## config.mk

```make
export PLATFORM = sky130hd
export DESIGN_NAME = dps_cell
export DESIGN_NICKNAME = d
export VERILOG_FILES = /design/src/hw/rtl/dps_pkg.sv /design/src/hw/rtl/dps_cell.sv
export SDC_FILE = /design/constraint.sdc
export NUM_CORES = 1
export LEC_CHECK = 0
export ABC_AREA = 1
export BUFFER_PORTS_ARGS = -buffer_cell sky130_fd_sc_hd__buf_4
export CORE_MARGIN = 8
export CORE_UTILIZATION = 60
export CTS_BUF_LIST = sky130_fd_sc_hd__clkbuf_8
export CTS_CLUSTER_DIAMETER = 150
export DETAILED_ROUTE_END_ITERATION = 7
export PLACE_DENSITY_LB_ADDON = 0.12
export SYNTH_ARGS = -nofsm -noshare
export SYNTH_HDL_FRONTEND = slang
export SYNTH_SLANG_ARGS = --single-unit
```

## constraint.sdc

```tcl
create_clock -name clk -period 25.7 [get_ports clk]
set_input_delay 3.855 -clock clk [delete_from_list [all_inputs] [get_ports clk]]
set_output_delay 3.855 -clock clk [all_outputs]
set_load 0.02 [all_outputs]
```

## src/hw/rtl/dps_pkg.sv

```systemverilog
// shared types, constants and codes of the diversity palette selector
package dps_pkg;

    // default sizes
    localparam int MAX_COLORS_DEF = 256;
    localparam int COUNT_BITS_DEF = 24;

    // minimum distance store
    localparam int DIST_W = 18;
    localparam logic [DIST_W-1:0] MIN_DIST_INIT = 18'd200000;

    // last election position of the opening diversity run
    localparam int DIVERSITY_RUN = 11;

    // desired color register
    localparam int DESIRED_W = 9;
    localparam logic [DESIRED_W-1:0] DESIRED_RESET = 9'd256;

    // result status codes
    localparam logic [1:0] ST_OK       = 2'd0;
    localparam logic [1:0] ST_ALL_DONE = 2'd1;
    localparam logic [1:0] ST_DESIRED  = 2'd2;
    localparam logic [1:0] ST_OVERFLOW = 2'd3;

    // cell operations
    localparam logic [2:0] OP_IDLE  = 3'd0;
    localparam logic [2:0] OP_LOAD  = 3'd1;
    localparam logic [2:0] OP_SORT  = 3'd2;
    localparam logic [2:0] OP_SHIFT = 3'd3;
    localparam logic [2:0] OP_DIST  = 3'd4;
    localparam logic [2:0] OP_SCAN  = 3'd5;

    typedef struct packed {
        logic [2:0] op;
        logic       parity;
    } cell_ctrl_t;

    typedef struct packed {
        logic       mode;
        logic       new_set;
        logic [7:0] red;
        logic [7:0] green;
        logic [7:0] blue;
    } in_item_t;

    typedef struct packed {
        logic [1:0] status;
        logic [7:0] rank;
        logic [7:0] out_red;
        logic [7:0] out_green;
        logic [7:0] out_blue;
        logic       by_diversity;
    } out_item_t;

endpackage

```

## src/hw/rtl/dps_cell.sv

```systemverilog
// one histogram cell: holds the entry at one order position
module dps_cell #(
    parameter int POS     = 0,
    parameter int IDX_W   = 8,
    parameter int NUM_W   = 9,
    parameter int CNT_W   = 24
) (
    input  logic                        clk,
    input  dps_pkg::cell_ctrl_t         ctrl,
    input  logic [NUM_W-1:0]            dcount,
    input  logic [NUM_W-1:0]            elected,
    input  logic [IDX_W-1:0]            cand,
    input  logic [23:0]                 key_color,
    input  logic [CNT_W-1:0]            win_count,
    input  logic [IDX_W-1:0]            win_idx,
    input  logic                        any_hit,
    input  logic [23:0]                 l_color,
    input  logic [CNT_W-1:0]            l_count,
    input  logic [IDX_W-1:0]            l_idx,
    input  logic [dps_pkg::DIST_W-1:0]  l_mind,
    input  logic                        l_cv,
    input  logic [dps_pkg::DIST_W-1:0]  l_cval,
    input  logic [IDX_W-1:0]            l_cpos,
    input  logic [23:0]                 r_color,
    input  logic [CNT_W-1:0]            r_count,
    input  logic [IDX_W-1:0]            r_idx,
    output logic [23:0]                 color,
    output logic [CNT_W-1:0]            count,
    output logic [IDX_W-1:0]            idx,
    output logic [dps_pkg::DIST_W-1:0]  mind,
    output logic                        hit,
    output logic                        cv,
    output logic [dps_pkg::DIST_W-1:0]  cval,
    output logic [IDX_W-1:0]            cpos
);

    localparam logic [NUM_W-1:0] MY_POS   = NUM_W'(POS);
    localparam logic [NUM_W-1:0] NEXT_POS = NUM_W'(POS + 1);
    localparam logic [IDX_W-1:0] MY_IDX   = IDX_W'(POS);
    localparam logic             POS_ODD  = 1'(POS % 2);
    localparam logic             HAS_LEFT = (POS > 0);

    logic [23:0]                color_reg, color_next;
    logic [CNT_W-1:0]           count_reg, count_next;
    logic [IDX_W-1:0]           idx_reg, idx_next;
    logic [dps_pkg::DIST_W-1:0] mind_reg, mind_next;
    logic                       cv_reg, cv_next;
    logic [dps_pkg::DIST_W-1:0] cval_reg, cval_next;
    logic [IDX_W-1:0]           cpos_reg, cpos_next;

    logic                       valid;
    logic                       elig;
    logic                       r_valid;
    logic                       swap;
    logic [dps_pkg::DIST_W-1:0] key_dist;

    // squared rgb distance between two colors
    function automatic logic [dps_pkg::DIST_W-1:0] dist2(input logic [23:0] a,
                                                        input logic [23:0] b);
        logic [7:0]  dr, dg, db;
        logic [15:0] sr, sg, sb;
        dr = (a[23:16] > b[23:16]) ? a[23:16] - b[23:16] : b[23:16] - a[23:16];
        dg = (a[15:8] > b[15:8]) ? a[15:8] - b[15:8] : b[15:8] - a[15:8];
        db = (a[7:0] > b[7:0]) ? a[7:0] - b[7:0] : b[7:0] - a[7:0];
        sr = dr * dr;
        sg = dg * dg;
        sb = db * db;
        return dps_pkg::DIST_W'(sr) + dps_pkg::DIST_W'(sg) + dps_pkg::DIST_W'(sb);
    endfunction

    assign valid = MY_POS < dcount;
    assign elig  = valid && (MY_POS >= elected);
    assign hit   = valid && (color_reg == key_color);
    assign r_valid = NEXT_POS < dcount;
    assign key_dist = dist2(key_color, color_reg);

    // odd-even transposition: higher count first, ties by first-seen index
    always_comb
    begin
        swap = 1'b0;
        if (POS_ODD == ctrl.parity)
        begin
            swap = r_valid && ((r_count > count_reg) ||
                               ((r_count == count_reg) && (r_idx < idx_reg)));
        end
        else if (HAS_LEFT)
        begin
            swap = valid && ((count_reg > l_count) ||
                             ((count_reg == l_count) && (idx_reg < l_idx)));
        end
    end

    // next entry and carry
    always_comb
    begin
        color_next = color_reg;
        count_next = count_reg;
        idx_next   = idx_reg;
        mind_next  = mind_reg;
        cv_next    = cv_reg;
        cval_next  = cval_reg;
        cpos_next  = cpos_reg;
        unique case (ctrl.op)
            dps_pkg::OP_LOAD:
            begin
                if (hit)
                begin
                    if (count_reg != '1)
                    begin
                        count_next = count_reg + CNT_W'(1);
                    end
                end
                else if (!any_hit && (MY_POS == dcount))
                begin
                    color_next = key_color;
                    count_next = CNT_W'(1);
                    idx_next   = MY_IDX;
                    mind_next  = dps_pkg::MIN_DIST_INIT;
                end
            end
            dps_pkg::OP_SORT:
            begin
                mind_next = dps_pkg::MIN_DIST_INIT;
                if (swap)
                begin
                    if (POS_ODD == ctrl.parity)
                    begin
                        color_next = r_color;
                        count_next = r_count;
                        idx_next   = r_idx;
                    end
                    else
                    begin
                        color_next = l_color;
                        count_next = l_count;
                        idx_next   = l_idx;
                    end
                end
            end
            dps_pkg::OP_SHIFT:
            begin
                if (MY_POS == elected)
                begin
                    color_next = key_color;
                    count_next = win_count;
                    idx_next   = win_idx;
                end
                else if ((MY_POS > elected) && (MY_POS <= NUM_W'(cand)))
                begin
                    color_next = l_color;
                    count_next = l_count;
                    idx_next   = l_idx;
                    mind_next  = l_mind;
                end
            end
            dps_pkg::OP_DIST:
            begin
                if (elig && (key_dist < mind_reg))
                begin
                    mind_next = key_dist;
                end
            end
            dps_pkg::OP_SCAN:
            begin
                if (elig && (!l_cv || (mind_reg > l_cval)))
                begin
                    cv_next   = 1'b1;
                    cval_next = mind_reg;
                    cpos_next = MY_IDX;
                end
                else
                begin
                    cv_next   = l_cv;
                    cval_next = l_cval;
                    cpos_next = l_cpos;
                end
            end
            default:
            begin
            end
        endcase
    end

    // entry registers
    always_ff @(posedge clk)
    begin
        color_reg <= color_next;
        count_reg <= count_next;
        idx_reg   <= idx_next;
        mind_reg  <= mind_next;
        cv_reg    <= cv_next;
        cval_reg  <= cval_next;
        cpos_reg  <= cpos_next;
    end

    assign color = color_reg;
    assign count = count_reg;
    assign idx   = idx_reg;
    assign mind  = mind_reg;
    assign cv    = cv_reg;
    assign cval  = cval_reg;
    assign cpos  = cpos_reg;

endmodule

```

Word level (Yosys, flattened, before mapping)
Cells that the tools add are included.
{"block": "op_classes", "add_sub_neg": 9, "n_eq_ne": 17, "multipliers": 3, "magnitude_cmp": 11, "reduce_logical": 18, "muxes": 33}
{"cell": "two-way mux 24 bit", "n": 13}
{"cell": "case mux 24 bit (3 select lines)", "n": 2}
{"cell": "two-way mux 18 bit", "n": 6}
{"cell": "two-way mux 8 bit", "n": 9}
{"cell": "case mux 18 bit (4 select lines)", "n": 1}
{"cell": "== test 24 bit", "n": 2}
{"cell": "multiplier 8 x 8 -> 16 bit", "n": 3}
{"cell": "subtractor 8 bit", "n": 6}
{"cell": "adder 24 x 1 -> 24 bit (second input constant)", "n": 1}
{"cell": "> comparator 24 bit", "n": 1}
{"cell": "> comparator 8 bit", "n": 3}
{"cell": "inequality test 24 bit (second input constant)", "n": 1}
{"cell": "case mux 8 bit (3 select lines)", "n": 1}
{"cell": "adder 17 x 16 -> 18 bit", "n": 1}
{"cell": "> comparator 18 bit", "n": 1}
{"cell": "zero test 9 bit", "n": 2}
{"cell": "< comparator 1 x 9 -> 1 bit (first input constant)", "n": 2}
{"cell": "< comparator 18 bit", "n": 1}
{"cell": "adder 16 x 16 -> 17 bit", "n": 1}
{"cell": "inequality test 2 bit (second input constant)", "n": 6}
{"cell": "AND reduction 5 bit", "n": 2}
{"cell": ">= comparator 1 x 9 -> 1 bit (first input constant)", "n": 1}
{"cell": "> comparator 1 x 9 -> 1 bit (first input constant)", "n": 1}
{"cell": "inequality test 3 bit (second input constant)", "n": 3}
{"cell": "other kinds (11)", "n": 21}
{"block": "word_totals", "output_inout_bits": 102, "in_bits": 245, "register_bits": 101, "wordCells": 98}

Longest topological paths before layout
Gate-level depths: netlist of the first run.
{"block": "depth", "depth_word": 9, "ltp_mapped": 44}

Worst setup path after synthesis of the first run
Ideal clock, no wire load.
{"block": "synth_path", "path_kind": "input port to flip-flop", "start": "input key_color[16]", "end": "register mind_reg (netlist bit mind[0]), enable pin", "setup_ns": 0.399, "required_ns": 25.301, "slack_ns": 13.355, "cell_stages": 40, "arrival_time_ns": 11.946, "path_cell_list": "inv_1 ha_1 inv_1 fa_1 nand3_1 nand2_1 nand2_1 nand3_2 nand2_8 inv_4 nand2_2 nand2_4 nor2_2 inv_2 fa_1 inv_1 fa_1 inv_1 (+4 left out) fa_1 inv_1 fa_1 inv_1 ha_1 nand2_1 nand2_1 nand2_1 nand3_1 a21o_1 or2_2 and2_1 ha_1 a21oi_1 o21ai_0 a21oi_1 nand4_1 a21oi_1"}
{"block": "synth_via", "elab_chain_len": 9, "elab_cells_between_ends": 14}
{"element": "start: declaration", "line_no": "dps_cell.sv:13", "rtl": "input logic [23:0] key_color,"}
{"element": "subtractor 8 bit / > comparator 8 bit (equally long branches)", "line_no": "dps_cell.sv:62", "rtl": "dr = (a[23:16] > b[23:16]) ? a[23:16] - b[23:16] : b[23:16] - a[23:16];"}
{"element": "two-way mux 8 bit", "line_no": "dps_cell.sv:62"}
{"element": "multiplier 8 x 8 -> 16 bit", "line_no": "dps_cell.sv:65", "rtl": "sr = dr * dr;"}
{"element": "adder 16 x 16 -> 17 bit", "line_no": "dps_cell.sv:68", "rtl": "return dps_pkg::DIST_W'(sr) + dps_pkg::DIST_W'(sg) + dps_pkg::DIST_W'(sb);"}
{"element": "adder 17 x 16 -> 18 bit", "line_no": "dps_cell.sv:68"}
{"element": "< comparator 18 bit", "line_no": "dps_cell.sv:158", "rtl": "if (elig && (key_dist < mind_reg))"}
{"element": "logical AND 1 bit", "line_no": "dps_cell.sv:158"}
{"element": "inequality test 2 bit (no source line)"}
{"element": "AND reduction 6 bit (no source line) *"}
{"element": "end signal: assignment", "line_no": "dps_cell.sv:190", "rtl": "mind_reg <= mind_next;"}
{"element": "end: declaration", "line_no": "dps_cell.sv:46", "rtl": "logic [dps_pkg::DIST_W-1:0] mind_reg, mind_next;"}
Every way passes the cells marked *; elsewhere a longest branch is shown, timed or not.
A chain may end at the register's enable or synchronous reset.

Worst setup path in the final report of the first run
{"block": "layout_path", "start": "input key_color[0]", "end": "register mind_reg (netlist bit mind[4]), enable pin"}
{"block": "layout_via", "elab_chain_len": 8, "elab_cells_between_ends": 13}
{"element": "subtractor 8 bit / > comparator 8 bit (equally long branches)", "line_no": "dps_cell.sv:64", "rtl": "db = (a[7:0] > b[7:0]) ? a[7:0] - b[7:0] : b[7:0] - a[7:0];"}
{"element": "two-way mux 8 bit", "line_no": "dps_cell.sv:64"}
{"element": "multiplier 8 x 8 -> 16 bit", "line_no": "dps_cell.sv:67", "rtl": "sb = db * db;"}
{"element": "adder 17 x 16 -> 18 bit", "line_no": "dps_cell.sv:68"}
{"element": "< comparator 18 bit", "line_no": "dps_cell.sv:158"}
{"element": "logical AND 1 bit", "line_no": "dps_cell.sv:158"}
{"element": "inequality test 2 bit (no source line)"}
{"element": "AND reduction 6 bit (no source line) *"}
Marked as above.

==> metrics, run 1 <==
Post-Synthesis Cells=roughly 2000; Worst Path Buf+Inv=7; syn nets=2567; die width=roughly 180 um; number of nets in the layout=about 2900; die area=between 30000 and 40000 um2; status=complete, no violations; Remaining Overflow, GRT=0; synthesized area=15570 um2; Final GP Congestion=about 0.95; RSZ-0062 raised after global routing=false; top_reg_cell synth=edfxtp_1; TritonCTS buffer count=9; Synth cell types=53; post-cts sizing count=0; final hold violations=0; worst rel slew slack=between 10% and 20%; DRT Pass-1 Iters=6; RR Endpoint=mind[4]$_DFFE_PP_; final WL=around 46 mm; largest net degree at the start of global routing=60; Final period util=approximately 51%; WP depth=32; CTS Sinks=about 100; final setup violating endpoints=0; crit path kind=in2reg; root buf cell=clkbuf_8; delay-heaviest family, CP=adder cells; via density per instance=about 5.4; Skew-Pair Late Insertion Delay=about 0.41 ns; Routed WL per cell=~18 um; CP Data Required Time=between 20 and 30 ns; share of layout cells above drive strength 1=between 20% and 30%; # rows=59; max frequency=a little under 0.08 GHz; fin util=a little under three quarters; most numerous cell on the critical path=fa_1; Yosys reg bits=between 100 and 150; area grow syn2layout=18.95%; R2R setup slack=15.88 ns; Max Slew Vio Count=0; Post-CTS Setup Bufs=0; Post-synth EDFFs=~100; residual DRC count=0; Port-buffer cells=338; CTS hold repair buffers=0; Initial Utilization=a little over 60%; top-level port count=roughly 350; Clock Skews=between 0.03 and 0.04 ns; r2r startpoint=color[0]$_DFFE_PP_; HPWL after detailed placement=between 30 and 40 mm; DR iter-0 viols=approximately 1100; # Max-Cap Violations=0; CP Max Fanout=18; Tightest Pin Transition=approximately 1.2 ns; Critical Path Source Type=input pin; Setup TNS Final=0 ns; Hold Path Depth=2; via count=14370; Worst Setup SP=key_color[0]; CTS tree=yes; Async S/R FF share, synth=0%; Synthesis Warnings=0; first-pass GRT wire length=about 73 mm; CP max stage cell=a21oi_2; CP Capture Type=register; worst-case clock buffer depth=2; CP max stage delay=about 0.89 ns; CP endpoint=mind[4]$_DFFE_PP_; cells on worst reg2reg path=30; H-tree lvl count=3; Global Route Usage Sum=~29%; die height=approximately 180 um; worst hold path class=reg2reg; initial antenna violation count=2; Seq/Total Area, Yosys=between 15 and 20%; final worst path period need=approximately 13 ns; crit path DAT=12.99 ns; DRT antenna net count=0; synthesized area per cell=7.816 um2; vias in the first global route=14160; Clock transition at path regs=roughly 0.12 ns; core region area=approximately 26000 um2
-- stage by stage --
step | worst slack, ns | area (um2) | std cells | hold slack [ns]
6_report | 12.72 | 18520 | 2641 | 0.6791
5_1_grt | 12.23 | 18520 | 2641 | 0.6984
4_1_cts | 12.76 | 18520 | 2640 | 0.6707
3_5_place_dp | 12.37 | 18300 | 2624 | 0.6570
3_3_place_gp | 12.51 | 18300 | 2624 | 0.6335
2_1_floorplan | 13.36 | 15570 | 1992 | 0.7312
-- worst min-delay path by stage --
| stage | from | to | slack [ns] |
|---|---|---|---|
| 6_report | mind[6]$_DFFE_PP_ | cval[6]$_DFFE_PN_ | 0.68 |
| 5_1_grt | mind[6]$_DFFE_PP_ | cval[6]$_DFFE_PN_ | 0.70 |
| 3_5_place_dp | mind[6]$_DFFE_PP_ | cval[6]$_DFFE_PN_ | 0.66 |
| 2_1_floorplan | mind[0]$_DFFE_PP_ | cval[0]$_DFFE_PN_ | 0.73 |
| 4_1_cts | mind[6]$_DFFE_PP_ | cval[6]$_DFFE_PN_ | 0.67 |
| 3_3_place_gp | mind[10]$_DFFE_PP_ | cval[10]$_DFFE_PN_ | 0.63 |
-- cells in the final DEF, fill, tap and decap left out, types with 8 or more instances in the layout --
master / netlist / final
o211ai_1: 23 / 23
ha_1: 191 / 191
inv_1: 415 / 414
nand4_1: 38 / 38
a21boi_0: 9 / 9
o21ai_0: 34 / 34
nand2_1: 414 / 414
nor2_2: 10 / 9
a21o_1: 8 / 8
nand2_2: 26 / 26
buf_4: 6 / 343
a21oi_1: 68 / 65
o21bai_1: 9 / 9
xor2_1: 30 / 30
nor2_4: 12 / 13
inv_2: 21 / 22
nand3_1: 185 / 185
fa_1: 139 / 139
nor2_1: 122 / 122
nor3_1: 19 / 18
edfxtp_1: 101 / 101
xnor2_1: 13 / 13
clkbuf_8: 0 / 9
nand2_4: 10 / 10
-- kinds of logic after synthesis --
group,count (synthesis),synth area share (%)
and+or+nand+nor,859,25.48
buffers and inverters,487,12.67
xor gates and xnor gates,43,2.419
adders and majority gates,330,33.22
DFF,101,19.48
AOI/OAI and AO/OA,172,6.735
-- cell usage after synthesis (6+ instances only) --
cell	instances	share of area, %
a21boi_0	9	0.43
a21o_1	8	0.39
a21oi_1	68	2.2
buf_2	14	0.45
buf_4	6	0.29
buf_6	8	0.58
clkbuf_1	13	0.31
edfxtp_1	101	19
fa_1	139	18
ha_1	191	15
inv_1	415	10
inv_2	21	0.51
nand2_1	414	10
nand2_2	26	1.0
nand2_4	10	0.72
nand3_1	185	5.9
nand4_1	38	1.5
nor2_1	122	2.9
nor2_2	10	0.40
nor2_4	12	0.87
nor3_1	19	0.61
o211ai_1	23	1.1
o21ai_0	34	1.1
o21bai_1	9	0.43
or2_2	6	0.24
xnor2_1	13	0.73
xor2_1	30	1.7
-- routing by layer --
metal,wire (um),global-route usage [%],part of all wire (%),vias to the layer above
li1,-,-,-,6914
met1,18430,36.99,40,6779
met2,22590,49.79,49,590
met3,3735,5.697,8.1,88
met4,1572,10.26,3.4,2
met5,13,0,0.028,-
-- final cells by class --
cell class / instances / area [um2]
multi-input cells: 1404 / 10600
repair buffers: 343 / 2575
fillers: 2118 / 7244
flip-flops and latches: 101 / 3033
well taps: 335 / 419.2
diodes: 1 / 2.502
inverters: 441 / 1669
clock buffers: 9 / 123.9
clock inverters: 7 / 92.59
-- tightest hold or removal path, stage by stage (launching register included) --
cell and delay [ns]:
edfxtp_1 0.43, nand3_1 0.09, nand2_1 0.07
Power of run 1 is not shown: default switching activity piles up to over one toggle a cycle in this logic, so the estimate is an artifact.
==> run 2, diff against run 1 <==
--- a/config.mk
+++ b/config.mk
@@ -8,7 +8,7 @@
 export ABC_AREA = 1
 export BUFFER_PORTS_ARGS = -buffer_cell sky130_fd_sc_hd__buf_4
 export CORE_MARGIN = 8
-export CORE_UTILIZATION = 60
+export CORE_UTILIZATION = 52
 export CTS_BUF_LIST = sky130_fd_sc_hd__clkbuf_8
 export CTS_CLUSTER_DIAMETER = 150
 export DETAILED_ROUTE_END_ITERATION = 7
==> constraint.sdc (replaced) <==
create_clock -name clk -period 10.77 [get_ports clk]
set_input_delay 1.6155 -clock clk [delete_from_list [all_inputs] [get_ports clk]]
set_output_delay 1.6155 -clock clk [all_outputs]
set_load 0.02 [all_outputs]
==> run 2 against run 1 <==
Clock-buffer cell count unchanged. Clock skew fell by 0.014 ns. Via count fell by 1.3%. First-iteration DRC count fell by 7.1%. Register-to-register slack worse by 14 ns. Global-route usage shrank 2.8 points. Final cell count up 2.5%. Largest cell class unchanged.
==> metrics, run 2 (synthesis results as in run 1) <==
Remaining Overflow, GRT=0 (unchanged); CP Capture Type=register (unchanged); top-level port count=347 (unchanged); via count=14190 (was 14370); Skew-Pair Late Insertion Delay=0.42 ns (was 0.41 ns); die area=35730 um2 (was 31360 um2); Global Route Usage Sum=26.62% (was 29.42%); crit path kind=in2reg (unchanged); delay-heaviest family, CP=adder cells (unchanged); # rows=63 (was 59); final WL=47.31 mm (was 46.35 mm); number of nets in the layout=2885 (was 2875); post-cts sizing count=0 (unchanged); CP Max Fanout=9 (was 18); max frequency=0.09736 GHz; Initial Utilization=52.67% (was 60.43%); Post-CTS Setup Bufs=0 (unchanged); status=complete, no violations (unchanged); RSZ-0062 raised after global routing=false (unchanged); share of layout cells above drive strength 1=20.78% (was 20.43%); final worst path period need=~10 ns; largest net degree at the start of global routing=60 (unchanged); first-pass GRT wire length=76.36 mm (was 73.18 mm); root buf cell=clkbuf_8 (unchanged); final setup violating endpoints=0 (unchanged); CP Data Required Time=10.90 ns (was 25.71 ns); DRT antenna net count=0 (unchanged); Clock transition at path regs=0.13 ns (was 0.12 ns); DR iter-0 viols=988 (was 1063); Worst Path Buf+Inv=9 (was 7); final hold violations=0 (unchanged); die width=189.0 um (was 177.1 um); Setup TNS Final=0 ns (unchanged); H-tree lvl count=3 (unchanged); area grow syn2layout=19.88% (was 18.95%); Port-buffer cells=338 (unchanged); worst hold path class=reg2reg (unchanged); via density per instance=5.242 (was 5.442); die height=189.0 um (was 177.1 um); CP max stage cell=fa_1 (was a21oi_2); CP max stage delay=0.56 ns (was 0.89 ns); Critical Path Source Type=input pin (unchanged); DRT Pass-1 Iters=5 (was 6); worst rel slew slack=25.87% (was 19.52%); commonest cells after routing, fill and taps aside=nand2_1, inv_1, buf_4, ha_1, nand3_1 (unchanged); HPWL after detailed placement=40.54 mm (was 39.60 mm); core region area=29560 um2 (was 25760 um2); most numerous cell on the critical path=fa_1 (unchanged); CTS Sinks=101 (unchanged); initial antenna violation count=2 (unchanged); CTS hold repair buffers=0 (unchanged); Final period util=between 90% and 100%; # Max-Cap Violations=0 (unchanged); Tightest Pin Transition=1.109 ns (was 1.201 ns); Final GP Congestion=0.9309 (was 0.9501); CTS tree=yes (unchanged); crit path DAT=10.40 ns (was 12.99 ns); residual DRC count=0 (unchanged); worst-case clock buffer depth=2 (unchanged); Clock Skews=0.01914 ns (was 0.03334 ns); vias in the first global route=14650 (was 14160); Max Slew Vio Count=0 (unchanged); Routed WL per cell=17.48 um (was 17.55 um); TritonCTS buffer count=9 (unchanged)
==> run 2: changes by cell type in the layout (fill, tap and decap cells not counted) <==
cell	change
inv_8	-1
buf_4	+10
diode_2	+1
bufinv_16	-1
a21oi_2	-1
a21oi_4	+1
clkinv_8	+2
==> run 2: final cells by class <==
| cell class | instances | area [um2] |
|---|---|---|
| multi-input combinational | 1404 | 10610 |
| sequential | 101 | 3033 |
| tap | 390 | 488.0 |
| fill | 2731 | 10900 |
| clock inverter | 7 | 83.83 |
| inverter | 441 | 1669 |
| clock buffer | 9 | 123.9 |
| timing repair buffer | 353 | 2650 |
| antenna | 2 | 5.005 |
==> run 2: final timing paths <==
path,start,to,slack (ns),cells after the start
worst max-delay path,key_color[0],mind[9]$_DFFE_PP_,0.50,38
worst max register to register,color[16]$_DFFE_PP_,mind[9]$_DFFE_PP_,1.48,43
worst min-delay path,mind[10]$_DFFE_PP_,cval[10]$_DFFE_PN_,0.67,2
worst min register to register,mind[10]$_DFFE_PP_,cval[10]$_DFFE_PN_,0.67,2
==> run 2: worst reg2reg max path: cells and delay by family (launching register included) <==
family,cells,cell delay [ns]
compound gates,6,1.12
flops,1,0.47
fa+ha+maj,11,4.82
simple gates,16,1.80
buf+inv,10,0.77
==> run 2: routing by layer <==
metal / vias up / track usage, % / routed length [um] / share of wire (%)
li1: 6933 / - / - / -
met4: 0 / 9.110 / 1328 / 2.8
met3: 72 / 5.795 / 3657 / 7.7
met1: 6670 / 33.85 / 20020 / 42
met5: - / 0 / 0 / 0
met2: 516 / 44.27 / 22310 / 47
==> run 2: stage by stage <==
| step | util (%) | setup WS, ns | hold slack (ns) | cells | cell area [um2] |
|---|---|---|---|---|---|
| 4_1_cts | 63.12 | 0.5791 | 0.6617 | 2705 | 18660 |
| 6_report | 63.14 | 0.4989 | 0.6687 | 2707 | 18660 |
| 3_3_place_gp | 62.42 | 0.3172 | 0.6352 | 2689 | 18450 |
| 2_1_floorplan | - | 0.6646 | 0.7312 | 1992 | 15570 |
| 5_1_grt | 63.14 | 0.07213 | 0.7205 | 2707 | 18660 |
| 3_5_place_dp | 62.42 | 0.1448 | 0.6483 | 2689 | 18450 |
Power of run 2 is left out for the same reason.
